--- src/hw/rtl/adcs_pkg.sv ---
`timescale 1ns / 1ps
`default_nettype none
// ----------------------------------------------------------------------------
// adcs_pkg
// Shared constants, codes and types of the ADC channel sweep capture block.
// ----------------------------------------------------------------------------
package adcs_pkg;

  // Captured channel window and field widths
  localparam int NumCh      = 12;
  localparam int FirstCh    = 8;
  localparam int SlotW      = $clog2(NumCh);
  localparam int ChW        = 5;
  localparam int CodeW      = 24;
  localparam int CountW     = 8;
  localparam int CfgIdxW    = 3;
  localparam int CfgDataW   = 24;

  localparam logic [ChW:0]      ChEnd    = (ChW + 1)'(FirstCh + NumCh);
  localparam logic [ChW:0]      ChStart  = (ChW + 1)'(FirstCh);
  localparam logic [SlotW:0]    NumChW   = (SlotW + 1)'(NumCh);
  localparam logic [CountW-1:0] CountMax = {CountW{1'b1}};

  // Reset values of the configuration registers
  localparam logic [CodeW-1:0]  LowLimitRst  = 24'h800000;
  localparam logic [CodeW-1:0]  HighLimitRst = 24'h7FFFFF;
  localparam logic [CountW-1:0] ErrThrRst    = 8'd5;
  localparam logic [CountW-1:0] LateLimRst   = 8'd20;
  localparam logic [CountW-1:0] MaxFramesRst = 8'd200;

  typedef enum logic [CfgIdxW-1:0] {
    CfgLowLimit  = 3'd0,
    CfgHighLimit = 3'd1,
    CfgErrThr    = 3'd2,
    CfgLateLimit = 3'd3,
    CfgMaxFrames = 3'd4
  } cfg_reg_e;

  typedef enum logic {
    OpFrame    = 1'b0,
    OpReadBack = 1'b1
  } opcode_e;

  // Read request into the slot store (issued on input transfer)
  typedef struct packed {
    logic             en;
    logic [SlotW-1:0] addr;
  } slot_rd_req_t;

  // Write-back from the frame stage
  typedef struct packed {
    logic              store_we;
    logic              err_we;
    logic [SlotW-1:0]  addr;
    logic [CodeW-1:0]  store_data;
    logic [CountW-1:0] err_data;
  } slot_wr_req_t;

  // Read response, valid in the cycle after the request and held until the next
  typedef struct packed {
    logic [CodeW-1:0]  value;
    logic [CountW-1:0] count;
  } slot_rd_rsp_t;

endpackage
`default_nettype wire

--- src/hw/rtl/adcs_ram.sv ---
`timescale 1ns / 1ps
`default_nettype none
// ----------------------------------------------------------------------------
// adcs_ram
// Generic single-write, single-read RAM with registered read data.
// ----------------------------------------------------------------------------
module adcs_ram #(
  parameter int Width = 8,
  parameter int Depth = 16
) (
  input  wire logic                     clk_i,
  input  wire logic                     we_i,
  input  wire logic [$clog2(Depth)-1:0] waddr_i,
  input  wire logic [Width-1:0]         wdata_i,
  input  wire logic                     re_i,
  input  wire logic [$clog2(Depth)-1:0] raddr_i,
  output logic      [Width-1:0]         rdata_o
);

  logic [Width-1:0] mem_q [Depth];
  logic [Width-1:0] rdata_q;

  always_ff @(posedge clk_i) begin
    if (we_i) begin
      mem_q[waddr_i] <= wdata_i;
    end
    if (re_i) begin
      rdata_q <= mem_q[raddr_i];
    end
  end

  assign rdata_o = rdata_q;

endmodule
`default_nettype wire

--- src/hw/rtl/adcs_slot_store.sv ---
`timescale 1ns / 1ps
`default_nettype none
// ----------------------------------------------------------------------------
// adcs_slot_store
// Per-channel code and error count memories with written bits and forwarding.
// ----------------------------------------------------------------------------
module adcs_slot_store
  import adcs_pkg::*;
(
  input  wire logic         clk_i,
  input  wire logic         rst_ni,
  input  wire slot_rd_req_t rd_req_i,
  input  wire slot_wr_req_t wr_req_i,
  output slot_rd_rsp_t      rd_rsp_o
);

  logic [CodeW-1:0]  store_rdata;
  logic [CountW-1:0] err_rdata;

  logic [NumCh-1:0]  store_wr_q, err_wr_q;
  logic              store_wr_hit_q, err_wr_hit_q;
  logic [SlotW-1:0]  rd_addr_q;

  // Last write to each memory; it is always the newest value of its slot
  logic              st_fwd_vld_q, er_fwd_vld_q;
  logic [SlotW-1:0]  st_fwd_addr_q, er_fwd_addr_q;
  logic [CodeW-1:0]  st_fwd_data_q;
  logic [CountW-1:0] er_fwd_data_q;

  adcs_ram #(.Width(CodeW), .Depth(NumCh)) u_store_ram (
    .clk_i   (clk_i),
    .we_i    (wr_req_i.store_we),
    .waddr_i (wr_req_i.addr),
    .wdata_i (wr_req_i.store_data),
    .re_i    (rd_req_i.en),
    .raddr_i (rd_req_i.addr),
    .rdata_o (store_rdata)
  );

  adcs_ram #(.Width(CountW), .Depth(NumCh)) u_err_ram (
    .clk_i   (clk_i),
    .we_i    (wr_req_i.err_we),
    .waddr_i (wr_req_i.addr),
    .wdata_i (wr_req_i.err_data),
    .re_i    (rd_req_i.en),
    .raddr_i (rd_req_i.addr),
    .rdata_o (err_rdata)
  );

  always_ff @(posedge clk_i or negedge rst_ni) begin
    if (!rst_ni) begin
      store_wr_q     <= '0;
      err_wr_q       <= '0;
      store_wr_hit_q <= 1'b0;
      err_wr_hit_q   <= 1'b0;
      st_fwd_vld_q   <= 1'b0;
      er_fwd_vld_q   <= 1'b0;
    end else begin
      if (rd_req_i.en) begin
        store_wr_hit_q <= store_wr_q[rd_req_i.addr];
        err_wr_hit_q   <= err_wr_q[rd_req_i.addr];
      end
      if (wr_req_i.store_we) begin
        store_wr_q[wr_req_i.addr] <= 1'b1;
        st_fwd_vld_q              <= 1'b1;
      end
      if (wr_req_i.err_we) begin
        err_wr_q[wr_req_i.addr] <= 1'b1;
        er_fwd_vld_q            <= 1'b1;
      end
    end
  end

  always_ff @(posedge clk_i) begin
    if (rd_req_i.en) begin
      rd_addr_q <= rd_req_i.addr;
    end
    if (wr_req_i.store_we) begin
      st_fwd_addr_q <= wr_req_i.addr;
      st_fwd_data_q <= wr_req_i.store_data;
    end
    if (wr_req_i.err_we) begin
      er_fwd_addr_q <= wr_req_i.addr;
      er_fwd_data_q <= wr_req_i.err_data;
    end
  end

  // Forward the newest write; an entry never written reads as zero
  always_comb begin
    if (st_fwd_vld_q && st_fwd_addr_q == rd_addr_q) begin
      rd_rsp_o.value = st_fwd_data_q;
    end else if (store_wr_hit_q) begin
      rd_rsp_o.value = store_rdata;
    end else begin
      rd_rsp_o.value = '0;
    end
    if (er_fwd_vld_q && er_fwd_addr_q == rd_addr_q) begin
      rd_rsp_o.count = er_fwd_data_q;
    end else if (err_wr_hit_q) begin
      rd_rsp_o.count = err_rdata;
    end else begin
      rd_rsp_o.count = '0;
    end
  end

endmodule
`default_nettype wire

--- config.mk ---
export PLATFORM = sky130hd
export DESIGN_NAME = adcs_slot_store
export DESIGN_NICKNAME = d
export VERILOG_FILES = /design/src/hw/rtl/adcs_pkg.sv /design/src/hw/rtl/adcs_ram.sv /design/src/hw/rtl/adcs_slot_store.sv
export SDC_FILE = /design/constraint.sdc
export NUM_CORES = 1
export LEC_CHECK = 0
export BUFFER_PORTS_ARGS = -buffer_cell sky130_fd_sc_hd__buf_2
export CAP_MARGIN = 20
export CORE_ASPECT_RATIO = 1.2
export CORE_MARGIN = 2
export CORE_UTILIZATION = 55
export DETAILED_ROUTE_END_ITERATION = 12
export HOLD_SLACK_MARGIN = 0.08
export PLACE_DENSITY = 0.79
export SLEW_MARGIN = 20
export SYNTH_ARGS = -nofsm -noshare
export SYNTH_HDL_FRONTEND = slang
export SYNTH_SLANG_ARGS = --single-unit
--- constraint.sdc ---
create_clock -name clk_i -period 3.1 [get_ports clk_i]
set_clock_uncertainty 0.05 [all_clocks]
set_input_delay 0.775 -clock clk_i [delete_from_list [all_inputs] [get_ports clk_i]]
set_output_delay 0.775 -clock clk_i [all_outputs]
set_load 0.1 [all_outputs]
==> summary.md <==
| Metric | Value |
|---|---|
| Placed Cells | between 1000 and 1500 |
| Actual slew at the worst max-slew pin | 0.678 ns |
| CORE AREA | around 33000 um2 |
| Tot Pwr | between 0.01 and 0.015 W |
| GRT Util Overall | 0.238 |
| Overflow after GRT | 0 |
| Die area | 35300 um2 |
| Deepest clock path buffer count | 3 |
| # diodes | 0 |
| RSZ-0062 raised after global routing | true |
| Final min period | ~3.2 ns |
| Number of flops mapped to enable cells by yosys | 460 |
| YS warnings | 0 |
| Crit path required time | between 2 and 2.5 ns |
| Final HPWL DP | between 20 and 25 mm |
| Die Y | between 200 and 250 um |
| Crit-path max cell delay | between 0.3 and 0.4 ns |
| Synth cell types | 23 |
| CTS tree | yes |
| Final WS setup | -0.139 ns |
| Buf+Inv Stages, Crit Path | 4 |
| First-pass GRT wire length | 60.2 mm |
| Worst reg2reg startpoint | u_err_ram.mem_q[7][3] |
| Post-synth top area cell | edfxtp_1 |
| Hold_buf cts | 0 |
| CP endpoint kind | primary output |
| Slew Viols, Final | 0 |
| Post-Syn Area | approximately 19000 um2 |
| DR iter-0 viols | approximately 1200 |
| Vias in the first global route | 9708 |
| CP Cell Sequence | buf_4, xnor2_2, nand2_1, nor4_4, buf_6, buf_12, mux2i_4, buf_12 |
| Wire length per cell | 26.5 um |
| DR vias/cell | a little over 6 |
| CTS buffer count | 43 |
| Tcrit/Tclk final | 1.04 |
| Syn nets | about 950 |
| R2R setup slack | approximately 1.6 ns |
| Commonest cells post-synth | edfxtp_1 (460), mux4_2 (102), nand2_1 (101), inv_1 (34), mux2i_1 (34) |
| Utilization after layout | 0.669 |
| Pin count of the biggest net entering global routing | roughly 70 |
| Fmax | between 300 and 400 MHz |
| Drt first pass iters | 5 |
| GPL Wtd Cong | 0.808 |
| CTS root buffer | clkbuf_16 |
| Rel. slew slack | 0.548 |
| Syn Inst Count | slightly above 900 |
| Critical Path Start Type | flop |
| Worst reg2reg path endpoint | u_err_ram.rdata_o[3] |
| Max cap viols | 0 |
| Worst Hold Class | input port to asynchronous set/reset pin |
| Most common cell in the netlist | edfxtp_1 |
| Worst Reg-to-Reg Cells | 3 |
| Register bit count reported by yosys | just under 500 |
| Final Non-Filler Cells | ~1500 |
| # H-tree levels | 2 |
| Peak supply drop | 0.000444 V |
| Crit-path slowest cell | edfxtp_1 |
| Pleak | between 7 and 8 nW |
| Final setup viols | 32 |
| Worst-path maximum fanout | 6 |
| Clock slew at reported path FFs | around 0.060 ns |
| Ys flop type | edfxtp_1 |
| PortBufs | 76 |
| Syn avg cell area | a little over 20 um2 |
| # clock sinks | 488 |
| Sequential share of the synthesized area | 0.780 |
| Violated checks | setup timing |
| Layout net count | between 1000 and 1500 |
| Post-synth top area share | 0.742 |
| Remaining DRCs | 0 |
| Io pins | between 70 and 80 |
| Status | finished, violations left |
| WL final | roughly 40 mm |
| Layout cell share with drive strength beyond 1 | 0.346 |
| Hold Vio Cnt, Final | 0 |
| Std cell rows | 73 |
| Post-DRT Antenna Nets | 0 |
| Critical path start-end classification | flop to primary output |
| Cell Pwr Density | ~650 nW/um2 |
| Initial Util | 0.560 |
| Die Wd | 172 um |
| Antenna violations before repair | 0 |
| CP delay by family, top | buffers and inverters |
| Critical Path AT | 2.41 ns |
| Synth area leaders | edfxtp_1 (74%), mux4_2 (12%), dfrtp_1 (3.8%) |
| Post-synthesis async set-or-reset flop share | 0.0574 |
| Clk_lat worst skew | 0.57 ns |
| CP most frequent cell | buf_12 |
| Area growth, synth to finish | 19.5% |
| Via count | 9285 |
worst register-to-register path: stages, from the launching register on:
cell and delay [ns]:
edfxtp_1 0.40, mux4_2 0.51, a22oi_1 0.26, nand2_1 0.08
through the flow:
step	TNS [ns]	worst slack, ns	hold slack [ns]	instance area, um2
floorplan	-3.58	-0.453	0.384	18900
CTS	-4.27	-0.215	0.191	22200
global placement	0	0.405	0.396	20700
global route	-5.34	-0.200	0.225	22200
finish	-2.89	-0.139	0.185	22200
detailed placement	0	0.361	0.400	20700
how the worst max path moves through the flow:
stage | end | from | cells after the start
2_1_floorplan | rd_rsp_o[10] | rd_addr_q[3] | 3
6_report | rd_rsp_o[17] | rd_addr_q[1] | 8
3_3_place_gp | rd_rsp_o[31] | rd_addr_q[3] | 5
3_5_place_dp | rd_rsp_o[31] | rd_addr_q[3] | 5
4_1_cts | rd_rsp_o[26] | st_fwd_addr_q[1] | 7
5_1_grt | rd_rsp_o[10] | rd_addr_q[1] | 8
sequential cells by signal, summed over array words and instances (netlist names):
name,cells
u_store_ram.mem_q,288
u_err_ram.mem_q,96
st_fwd_data_q,24
u_store_ram.rdata_o,24
err_wr_q,12
store_wr_q,12
er_fwd_data_q,8
u_err_ram.rdata_o,8
er_fwd_addr_q,4
rd_addr_q,4
st_fwd_addr_q,4
er_fwd_vld_q,1
err_wr_hit_q,1
st_fwd_vld_q,1
store_wr_hit_q,1
report_power, final:
part / switching [W] / internal, W
clock network: 0.00230 / 0.00282
registers: 0.000101 / 0.00747
logic: 0.00111 / 0.000707
repair_timing:
item | 4_1_cts | 5_1_grt
pin swaps | 1 | 6
gates resized for setup | 15 | 7
gates cloned | 2 | 1
setup buffers | 2 | 3
setup endpoints to repair | 32 | 32
per-layer routing:
layer | routed length (um) | GRT usage
met1 | 14800 | 0.308
met2 | 21300 | 0.409
met3 | 3170 | 0.0454
met4 | 1130 | 0.0792
met5 | 0 | 0
final cells by class:
class                           instances  area [um2]
Multi-Input combinational cell        345        4190
Clock inverter                         28         236
Tap cell                              450         563
Inverter                               34         128
Fill cell                            2036       11000
Clock buffer                           49        1100
Sequential cell                       488       14500
Timing Repair Buffer                  130        1510
placed cells by master (no fill, tap or decap):
cell and instances:
buf_4 35, clkinvlp_4 1, clkinv_2 9, edfxtp_1 460, clkinv_1 12, xor2_2 1, buf_16 2, o221ai_1 2
bufinv_16 3, buf_12 46, buf_2 43, nand2_2 1, nand3b_1 2, inv_6 1, buf_6 3, nor4_4 2
mux4_2 102, dfrtp_1 28, nand2b_1 3, xor2_1 5, nor2b_1 2, inv_1 34, nor2_1 12, nand3_1 2
clkbuf_1 6, or2_2 27, inv_16 2, mux2i_4 32, nor2b_2 1, or3b_2 2, xnor2_2 2, nor2_2 13
mux2i_1 2, a22oi_1 32, clkbuf_16 44, nand2_1 100
logic make-up (layout without fill, tap and decap cells):
group	after synthesis	after routing	share of synthesized area
DFF	488	488	0.780
and+or+nand+nor	167	167	0.0411
muxes	136	136	0.142
buffers and inverters	75	241	0.0196
AOI/OAI and AO/OA	34	34	0.0139
xor gates and xnor gates	8	8	0.00377
Power figures use the tool's default switching activity.
